[config.mk]
export PLATFORM = sky130hd
export DESIGN_NAME = strongly_connected_components_unit
export DESIGN_NICKNAME = d
export VERILOG_FILES = /design/src/hdl/scc_pkg.sv /design/src/hdl/scc_search.sv /design/src/hdl/strongly_connected_components_unit.sv
export SDC_FILE = /design/constraint.sdc
export NUM_CORES = 2
export LEC_CHECK = 0
export ABC_AREA = 0
export BUFFER_PORTS_ARGS = -buffer_cell sky130_fd_sc_hd__buf_4
export CAP_MARGIN = 20
export CORE_AREA = 2 2 527 267
export DETAILED_ROUTE_END_ITERATION = 8
export DIE_AREA = 0 0 529 269
export PLACE_DENSITY = 0.42
export SYNTH_ARGS = -nofsm -noshare
export SYNTH_HDL_FRONTEND = slang
export SYNTH_SLANG_ARGS = --single-unit
[constraint.sdc]
create_clock -name clk -period 9.6 [get_ports clk]
set_input_delay 1.44 -clock clk [delete_from_list [all_inputs] [get_ports clk]]
set_output_delay 1.44 -clock clk [all_outputs]
set_load 0.02 [all_outputs]
[src/hdl/scc_pkg.sv]
// Package with shared types, constants and state codes for the SCC unit.
package scc_pkg;

    localparam int MaxVertices = 16;
    localparam int VertexBits  = 4;
    localparam int CountBits   = 5;

    localparam logic KIND_EDGE = 1'b0;
    localparam logic KIND_RUN  = 1'b1;

    localparam logic [0:0] REG_VERTEX_COUNT = 1'b0;

    typedef struct packed {
        logic                  kind;
        logic [VertexBits-1:0] from_vertex;
        logic [VertexBits-1:0] to_vertex;
    } scc_in_t;

    typedef struct packed {
        logic [VertexBits-1:0] vertex_index;
        logic [VertexBits-1:0] component_id;
        logic [CountBits-1:0]  component_count;
        logic                  last_item;
    } scc_out_t;

    // Sequencer states.
    localparam logic [3:0] ST_IDLE    = 4'd0;
    localparam logic [3:0] ST_F_ROOT  = 4'd1;
    localparam logic [3:0] ST_F_STEP  = 4'd2;
    localparam logic [3:0] ST_R_ROOT  = 4'd3;
    localparam logic [3:0] ST_R_STEP  = 4'd4;
    localparam logic [3:0] ST_EMIT    = 4'd5;

    // Control word from sequencer to the shared neighbour search unit.
    typedef struct packed {
        logic [MaxVertices-1:0] row;
        logic [MaxVertices-1:0] visited;
        logic [CountBits-1:0]   from_pos;
        logic [CountBits-1:0]   limit;
    } scc_search_t;

    typedef struct packed {
        logic                  found;
        logic [VertexBits-1:0] pos;
    } scc_found_t;

endpackage

[src/hdl/scc_search.sv]
// Shared neighbour search: lowest unvisited neighbour at or above a start position.
module scc_search
    import scc_pkg::*;
(
    input  scc_search_t req,
    output scc_found_t  res
);

    logic [MaxVertices-1:0] cand;

    // Mask of candidate neighbours, then a priority pick of the lowest one.
    always_comb
    begin
        res = '0;
        for (int i = 0; i < MaxVertices; i++)
        begin
            cand[i] = req.row[i] && !req.visited[i]
                      && (CountBits'(i) >= req.from_pos) && (CountBits'(i) < req.limit);
        end
        for (int i = MaxVertices - 1; i >= 0; i--)
        begin
            if (cand[i])
            begin
                res.found = 1'b1;
                res.pos   = VertexBits'(i);
            end
        end
    end

endmodule

[src/hdl/strongly_connected_components_unit.sv]
// Top level of the strongly connected components unit with its sequencer.
// Usage:
// An item is a command word on cmd, taken when start is high and busy is low.
// An edge command sets one bit in each adjacency matrix; it gives no
// result word. An edge naming a vertex at or above the effective vertex
// count is dropped. A run command walks the graph with Kosaraju's method:
// a forward depth-first walk records finish order, then reverse walks in
// reverse finish order number the components. Each walk step is one use
// of the shared neighbour search unit. After the walks, during emission one
// result word per vertex appears on res for one cycle with res_valid high;
// the last carries last_item. The receiver cannot stall; results are never
// held. busy is high throughout a run. Reset clears the graph, sets the
// vertex count register to 16 and returns the sequencer to idle. The vertex
// count register lies at APB address 0; the user must write it only while
// idle, as the block itself does not enforce this.
module strongly_connected_components_unit
    import scc_pkg::*;
(
    input  logic        clk,
    input  logic        rst_n,
    input  logic        start,
    output logic        busy,
    input  scc_in_t     cmd,
    output logic        res_valid,
    output scc_out_t    res,
    input  logic        psel,
    input  logic        penable,
    input  logic        pwrite,
    input  logic [1:0]  paddr,
    input  logic [31:0] pwdata,
    output logic [31:0] prdata,
    output logic        pready
);

    logic [CountBits-1:0]   vcount_reg;
    logic [MaxVertices-1:0] fwd_reg [MaxVertices];
    logic [MaxVertices-1:0] rev_reg [MaxVertices];
    logic [MaxVertices-1:0] visited_reg;
    logic [VertexBits-1:0]  finish_reg [MaxVertices];
    logic [VertexBits-1:0]  comp_reg [MaxVertices];
    logic [VertexBits-1:0]  stk_v_reg [MaxVertices];
    logic [CountBits-1:0]   stk_w_reg [MaxVertices];
    logic [CountBits-1:0]   depth_reg;
    logic [CountBits-1:0]   fcount_reg;
    logic [CountBits-1:0]   idx_reg;
    logic [CountBits-1:0]   k_reg;
    logic [3:0]             state_reg;
    logic [CountBits-1:0]   n_eff;
    logic                   accept;
    logic                   cfg_wr;
    scc_search_t            sreq;
    scc_found_t             sres;
    logic [VertexBits-1:0]  top_v;
    logic [VertexBits-1:0]  top_i;
    logic [VertexBits-1:0]  root_v;
    logic                   fwd_pass;

    assign pready = 1'b1;
    assign cfg_wr = psel && penable && pwrite && (paddr == {REG_VERTEX_COUNT, 1'b0});
    assign prdata = (paddr == {REG_VERTEX_COUNT, 1'b0}) ? {27'd0, vcount_reg} : 32'd0;
    assign accept = start && !busy;
    assign busy   = (state_reg != ST_IDLE);

    // Effective vertex count, saturated to one at the bottom and to 16 at the top.
    assign n_eff = (vcount_reg == '0) ? CountBits'(1)
                 : (vcount_reg > CountBits'(MaxVertices)) ? CountBits'(MaxVertices)
                 : vcount_reg;

    // Inputs to the shared search unit, taken from the top of the walk stack.
    assign top_i    = VertexBits'(depth_reg - CountBits'(1));
    assign top_v    = stk_v_reg[top_i];
    assign fwd_pass = (state_reg == ST_F_STEP);
    always_comb
    begin
        sreq.row      = fwd_pass ? fwd_reg[top_v] : rev_reg[top_v];
        sreq.visited  = visited_reg;
        sreq.from_pos = stk_w_reg[top_i];
        sreq.limit    = n_eff;
    end

    scc_search u_search (
        .req (sreq),
        .res (sres)
    );

    assign root_v = finish_reg[VertexBits'(idx_reg - CountBits'(1))];

    // Configuration register.
    always_ff @(posedge clk or negedge rst_n)
    begin
        if (!rst_n)
            vcount_reg <= CountBits'(16);
        else if (cfg_wr)
            vcount_reg <= pwdata[CountBits-1:0];
    end

    // Adjacency matrices.
    always_ff @(posedge clk or negedge rst_n)
    begin
        if (!rst_n)
        begin
            for (int i = 0; i < MaxVertices; i++)
            begin
                fwd_reg[i] <= '0;
                rev_reg[i] <= '0;
            end
        end
        else if (accept && cmd.kind == KIND_EDGE
                 && {1'b0, cmd.from_vertex} < n_eff && {1'b0, cmd.to_vertex} < n_eff)
        begin
            fwd_reg[cmd.from_vertex][cmd.to_vertex] <= 1'b1;
            rev_reg[cmd.to_vertex][cmd.from_vertex] <= 1'b1;
        end
    end

    // Walk stores need no reset: every entry is written before it is read.
    always_ff @(posedge clk)
    begin
        case (state_reg)
            ST_F_ROOT:
            begin
                if (!visited_reg[VertexBits'(idx_reg)] && idx_reg < n_eff)
                begin
                    stk_v_reg[0] <= VertexBits'(idx_reg);
                    stk_w_reg[0] <= '0;
                end
            end
            ST_R_ROOT:
            begin
                if (idx_reg != '0 && !visited_reg[root_v])
                begin
                    stk_v_reg[0] <= root_v;
                    stk_w_reg[0] <= '0;
                    comp_reg[root_v] <= VertexBits'(k_reg);
                end
            end
            ST_F_STEP, ST_R_STEP:
            begin
                if (sres.found && depth_reg < CountBits'(MaxVertices))
                begin
                    stk_w_reg[top_i] <= CountBits'(sres.pos) + CountBits'(1);
                    stk_v_reg[VertexBits'(depth_reg)] <= sres.pos;
                    stk_w_reg[VertexBits'(depth_reg)] <= '0;
                    if (!fwd_pass)
                        comp_reg[sres.pos] <= VertexBits'(k_reg);
                end
                else if (fwd_pass)
                    finish_reg[VertexBits'(fcount_reg)] <= top_v;
            end
            default:
            begin
            end
        endcase
    end

    // Sequencer.
    always_ff @(posedge clk or negedge rst_n)
    begin
        if (!rst_n)
        begin
            state_reg   <= ST_IDLE;
            visited_reg <= '0;
            depth_reg   <= '0;
            fcount_reg  <= '0;
            idx_reg     <= '0;
            k_reg       <= '0;
        end
        else
        begin
            case (state_reg)
                ST_IDLE:
                begin
                    if (accept && cmd.kind == KIND_RUN)
                    begin
                        visited_reg <= '0;
                        fcount_reg  <= '0;
                        idx_reg     <= '0;
                        depth_reg   <= '0;
                        state_reg   <= ST_F_ROOT;
                    end
                end
                ST_F_ROOT:
                begin
                    if (idx_reg >= n_eff)
                    begin
                        visited_reg <= '0;
                        idx_reg     <= fcount_reg;
                        k_reg       <= '0;
                        state_reg   <= ST_R_ROOT;
                    end
                    else if (visited_reg[VertexBits'(idx_reg)])
                        idx_reg <= idx_reg + CountBits'(1);
                    else
                    begin
                        visited_reg[VertexBits'(idx_reg)] <= 1'b1;
                        depth_reg <= CountBits'(1);
                        state_reg <= ST_F_STEP;
                    end
                end
                ST_R_ROOT:
                begin
                    if (idx_reg == '0)
                    begin
                        idx_reg   <= '0;
                        state_reg <= ST_EMIT;
                    end
                    else if (visited_reg[root_v])
                        idx_reg <= idx_reg - CountBits'(1);
                    else
                    begin
                        visited_reg[root_v] <= 1'b1;
                        depth_reg <= CountBits'(1);
                        state_reg <= ST_R_STEP;
                    end
                end
                ST_F_STEP, ST_R_STEP:
                begin
                    if (sres.found && depth_reg < CountBits'(MaxVertices))
                    begin
                        visited_reg[sres.pos] <= 1'b1;
                        depth_reg <= depth_reg + CountBits'(1);
                    end
                    else
                    begin
                        depth_reg <= depth_reg - CountBits'(1);
                        if (fwd_pass && fcount_reg < CountBits'(MaxVertices))
                            fcount_reg <= fcount_reg + CountBits'(1);
                        if (depth_reg == CountBits'(1))
                        begin
                            if (fwd_pass)
                            begin
                                idx_reg   <= idx_reg + CountBits'(1);
                                state_reg <= ST_F_ROOT;
                            end
                            else
                            begin
                                k_reg     <= k_reg + CountBits'(1);
                                idx_reg   <= idx_reg - CountBits'(1);
                                state_reg <= ST_R_ROOT;
                            end
                        end
                    end
                end
                ST_EMIT:
                begin
                    idx_reg <= idx_reg + CountBits'(1);
                    if (idx_reg + CountBits'(1) == n_eff)
                        state_reg <= ST_IDLE;
                end
                default:
                    state_reg <= ST_IDLE;
            endcase
        end
    end

    // Result word, driven straight from the emit state.
    assign res_valid           = (state_reg == ST_EMIT);
    assign res.vertex_index    = VertexBits'(idx_reg);
    assign res.component_id    = comp_reg[VertexBits'(idx_reg)];
    assign res.component_count = k_reg;
    assign res.last_item       = (idx_reg + CountBits'(1) == n_eff);

`ifndef SYNTHESIS
    // The walk stack never overflows its storage.
    assert property (@(posedge clk) disable iff (!rst_n)
        depth_reg <= CountBits'(MaxVertices))
        else $error("walk stack depth out of range");

    // A result word is only given while busy.
    assert property (@(posedge clk) disable iff (!rst_n)
        res_valid |-> busy)
        else $error("result outside a run");

    // The last result word ends the run.
    assert property (@(posedge clk) disable iff (!rst_n)
        (res_valid && res.last_item) |=> !busy)
        else $error("run continued after last word");
`endif

endmodule

==> impl_metrics.tcl <==
set metrics [dict create \
    antenna_found_initial 5 \
    cts-resized-gates 0 \
    grt_use_met1_pct 32.8 \
    layout.cells.most_common "dfrtp_1" \
    syn_inst 3240 \
    synth_area_um2 38400 \
    async_flop_share_pct 67.1 \
    wl_um 132000 \
    drive_gt1_share_pct 14.0 \
    io_buffer_count 42 \
    period_needed_ns 8.27 \
    use_met3_pct 4.11 \
    synth_cell_types 90 \
    timing.rr.start "depth_reg[0]$_DFFE_PN0P_" \
    fmax_mhz 121 \
    grt_first_pass_wirelength_um 193000 \
    busiest_layer "met1" \
    final_cell_mix "dfrtp_1 (553), a21o_1 (484), nand2_1 (314)" \
    final_nets 3312 \
    syn_area_per_cell_um2 11.8 \
    critical_path.startpoint_type "flop" \
    cts_made_buffers 80 \
    die_w_um 529 \
    fin_crit_sh_pct 86.1 \
    worstPathMaxFanout 26 \
    hp-class "reg -> reg" \
    die_h_um 269 \
    cap_violations 0 \
    die-area_um2 142000 \
    tns_ns 0 \
    synth_edf_count 192 \
    dp.final_hpwl_um 89500 \
    grt_usage_pct 18.5 \
    first_pass_iters 6 \
    post-cts-setup-buffers 0 \
    rr_endpoint "comp_reg[8][1]$_DFFE_PP_" \
    htreeDepth 3 \
    coreArea_um2 138000 \
    grt_start_max_net_pins 175 \
    grt_pass1_vias 25700 \
    path_class "reg -> reg" \
    io-pin-count 98 \
    ant_nets 0 \
    cts_tree "yes" \
    groute.layer.met2.usage_pct 20.9 \
    cts_hold_buf 0 \
    route.detailed.drc 0 \
    worst_pin_slew_ns 1.12 \
    yosysWarnings 0 \
    synthFlopType "dfrtp_1" \
    crit_start "depth_reg[0]$_DFFE_PN0P_" \
    rows 97 \
    endpoint "comp_reg[8][1]$_DFFE_PP_" \
    cp.arrival_ns 8.56 \
    drt_iter0_drc 2998 \
    cts.sinks 828 \
    via_per_inst 5.18 \
    cts_buffer_depth 3 \
    report.final.slew_viol_count 0 \
    setup_ws_ns 1.33 \
    grt_remaining_overflow 0 \
    setup-violations-final 0 \
    required_ns 9.89 \
    yosys_register_bits 828 \
    outcome "finished, final reports clean" \
    dp_slack_ns 1.55 \
    vias 26600 \
    rsz0062_at_grt "no" \
    hold_viol_final 0 \
    clock_skew_ns 0.0407 \
    start_util_pct 27.7 \
    area_growth_syn_to_layout_pct 13.6 \
    root_buffer "clkbuf_16" \
    rrSetupSlack_ns 1.33 \
    routedWlPerCell_um 25.6 \
    synth-seq-area-share_pct 55.5 \
    hold_ws_ns 0.449 \
    path_clk_slew_ns 0.07 \
    insertion_delay_ns 0.69 \
    gp_congestion 0.851 \
    slew_headroom_pct 25.5 \
    end_kind "flop" \
    rr_worst_depth 20 \
]
[layer usage]
layer / up-vias / wire (µm)
met1: 13800 / 75800
met3: 110 / 9570
met4: 0 / 1800
li1: 11800 / -
met5: - / 0
met2: 839 / 44500
[cell type report]
class / instances / area (µm²)
fillers: 14000 / 94800
flip-flops and latches: 828 / 21300
multi-input cells: 2129 / 15900
well taps: 1831 / 2290
clock buffers: 111 / 2260
repair buffers: 166 / 1440
clock inverters: 34 / 310
inverters: 33 / 126
diodes: 3 / 7.51
[critical path, stage by stage (launching register included)]
cell and delay (ns):
dfrtp_2 0.74, inv_1 0.30, ha_2 0.67, mux4_2 0.41, and3_1 0.19, a211oi_1 0.20, or2_1 0.41, inv_2 0.32
nor2_4 0.40, buf_4 0.56, nand3_1 0.23, a41oi_1 0.53, o21ai_1 0.29, nand4_1 0.33, o41ai_4 0.18, nor2_1 0.48
buf_4 0.24, nand2_1 0.05, o21ai_0 0.56, buf_4 0.24, nor2b_1 0.44
[worst min path at each step]
stage / startpoint / slack (ns) / end / depth (start not counted)
after global routing: rev_reg[229]$_DFFE_PN0P_ / 0.46 / rev_reg[229]$_DFFE_PN0P_ / 1
after global placement: rev_reg[108]$_DFFE_PN0P_ / 0.43 / rev_reg[108]$_DFFE_PN0P_ / 2
final: rev_reg[76]$_DFFE_PN0P_ / 0.45 / rev_reg[76]$_DFFE_PN0P_ / 1
after floorplan: rev_reg[108]$_DFFE_PN0P_ / 0.41 / rev_reg[108]$_DFFE_PN0P_ / 2
after CTS: rev_reg[108]$_DFFE_PN0P_ / 0.45 / rev_reg[108]$_DFFE_PN0P_ / 2
after detailed placement: rev_reg[108]$_DFFE_PN0P_ / 0.44 / rev_reg[108]$_DFFE_PN0P_ / 2
[logic make-up after synthesis]
kind of cell / after synthesis / synth area share, %
compound gates: 887 / 16.5
flops: 828 / 55.5
simple gates: 777 / 9.61
mux: 401 / 13.3
buf+inv: 309 / 4.00
fa+ha+maj: 25 / 0.815
xor+xnor: 11 / 0.271
other cells: 2 / 0.0196
[Yosys cell counts, drive strengths merged (8+ instances only)]
cell | n | area [µm²]
a211oi | 24 | 180
a21o | 484 | 3630
a21oi | 98 | 490
a31oi | 37 | 244
a32oi | 29 | 254
a41oi | 13 | 114
and2 | 34 | 215
and3 | 15 | 93.8
buf | 113 | 798
clkbuf | 163 | 612
dfrtp | 555 | 13900
dfxtp | 80 | 1600
edfxtp | 192 | 5770
ha | 25 | 313
inv | 31 | 116
mux2 | 11 | 124
mux2i | 304 | 3040
mux4 | 86 | 1940
nand2 | 314 | 1180
nand2b | 31 | 194
nand3 | 123 | 621
nand4 | 17 | 125
nor2 | 133 | 499
nor2b | 18 | 113
nor3 | 41 | 220
nor4 | 15 | 161
o211ai | 8 | 60.1
o21a | 8 | 60.1
o21ai | 71 | 355
o21bai | 37 | 278
o22ai | 23 | 150
or3 | 12 | 75.1
xnor2 | 9 | 86.3
[stage by stage]
stage | cell area [µm²] | utilization [%] | std cells
final | 43600 | 31.5 | 5135
after detailed placement | 41000 | 29.7 | 4987
after CTS | 43600 | 31.5 | 5132
after global routing | 43600 | 31.5 | 5132
after global placement | 40900 | 29.6 | 4983
after floorplan | 38500 | - | 3266
Power is not shown: default switching activity piles up to over one toggle a cycle in this logic, so the estimate is an artifact.
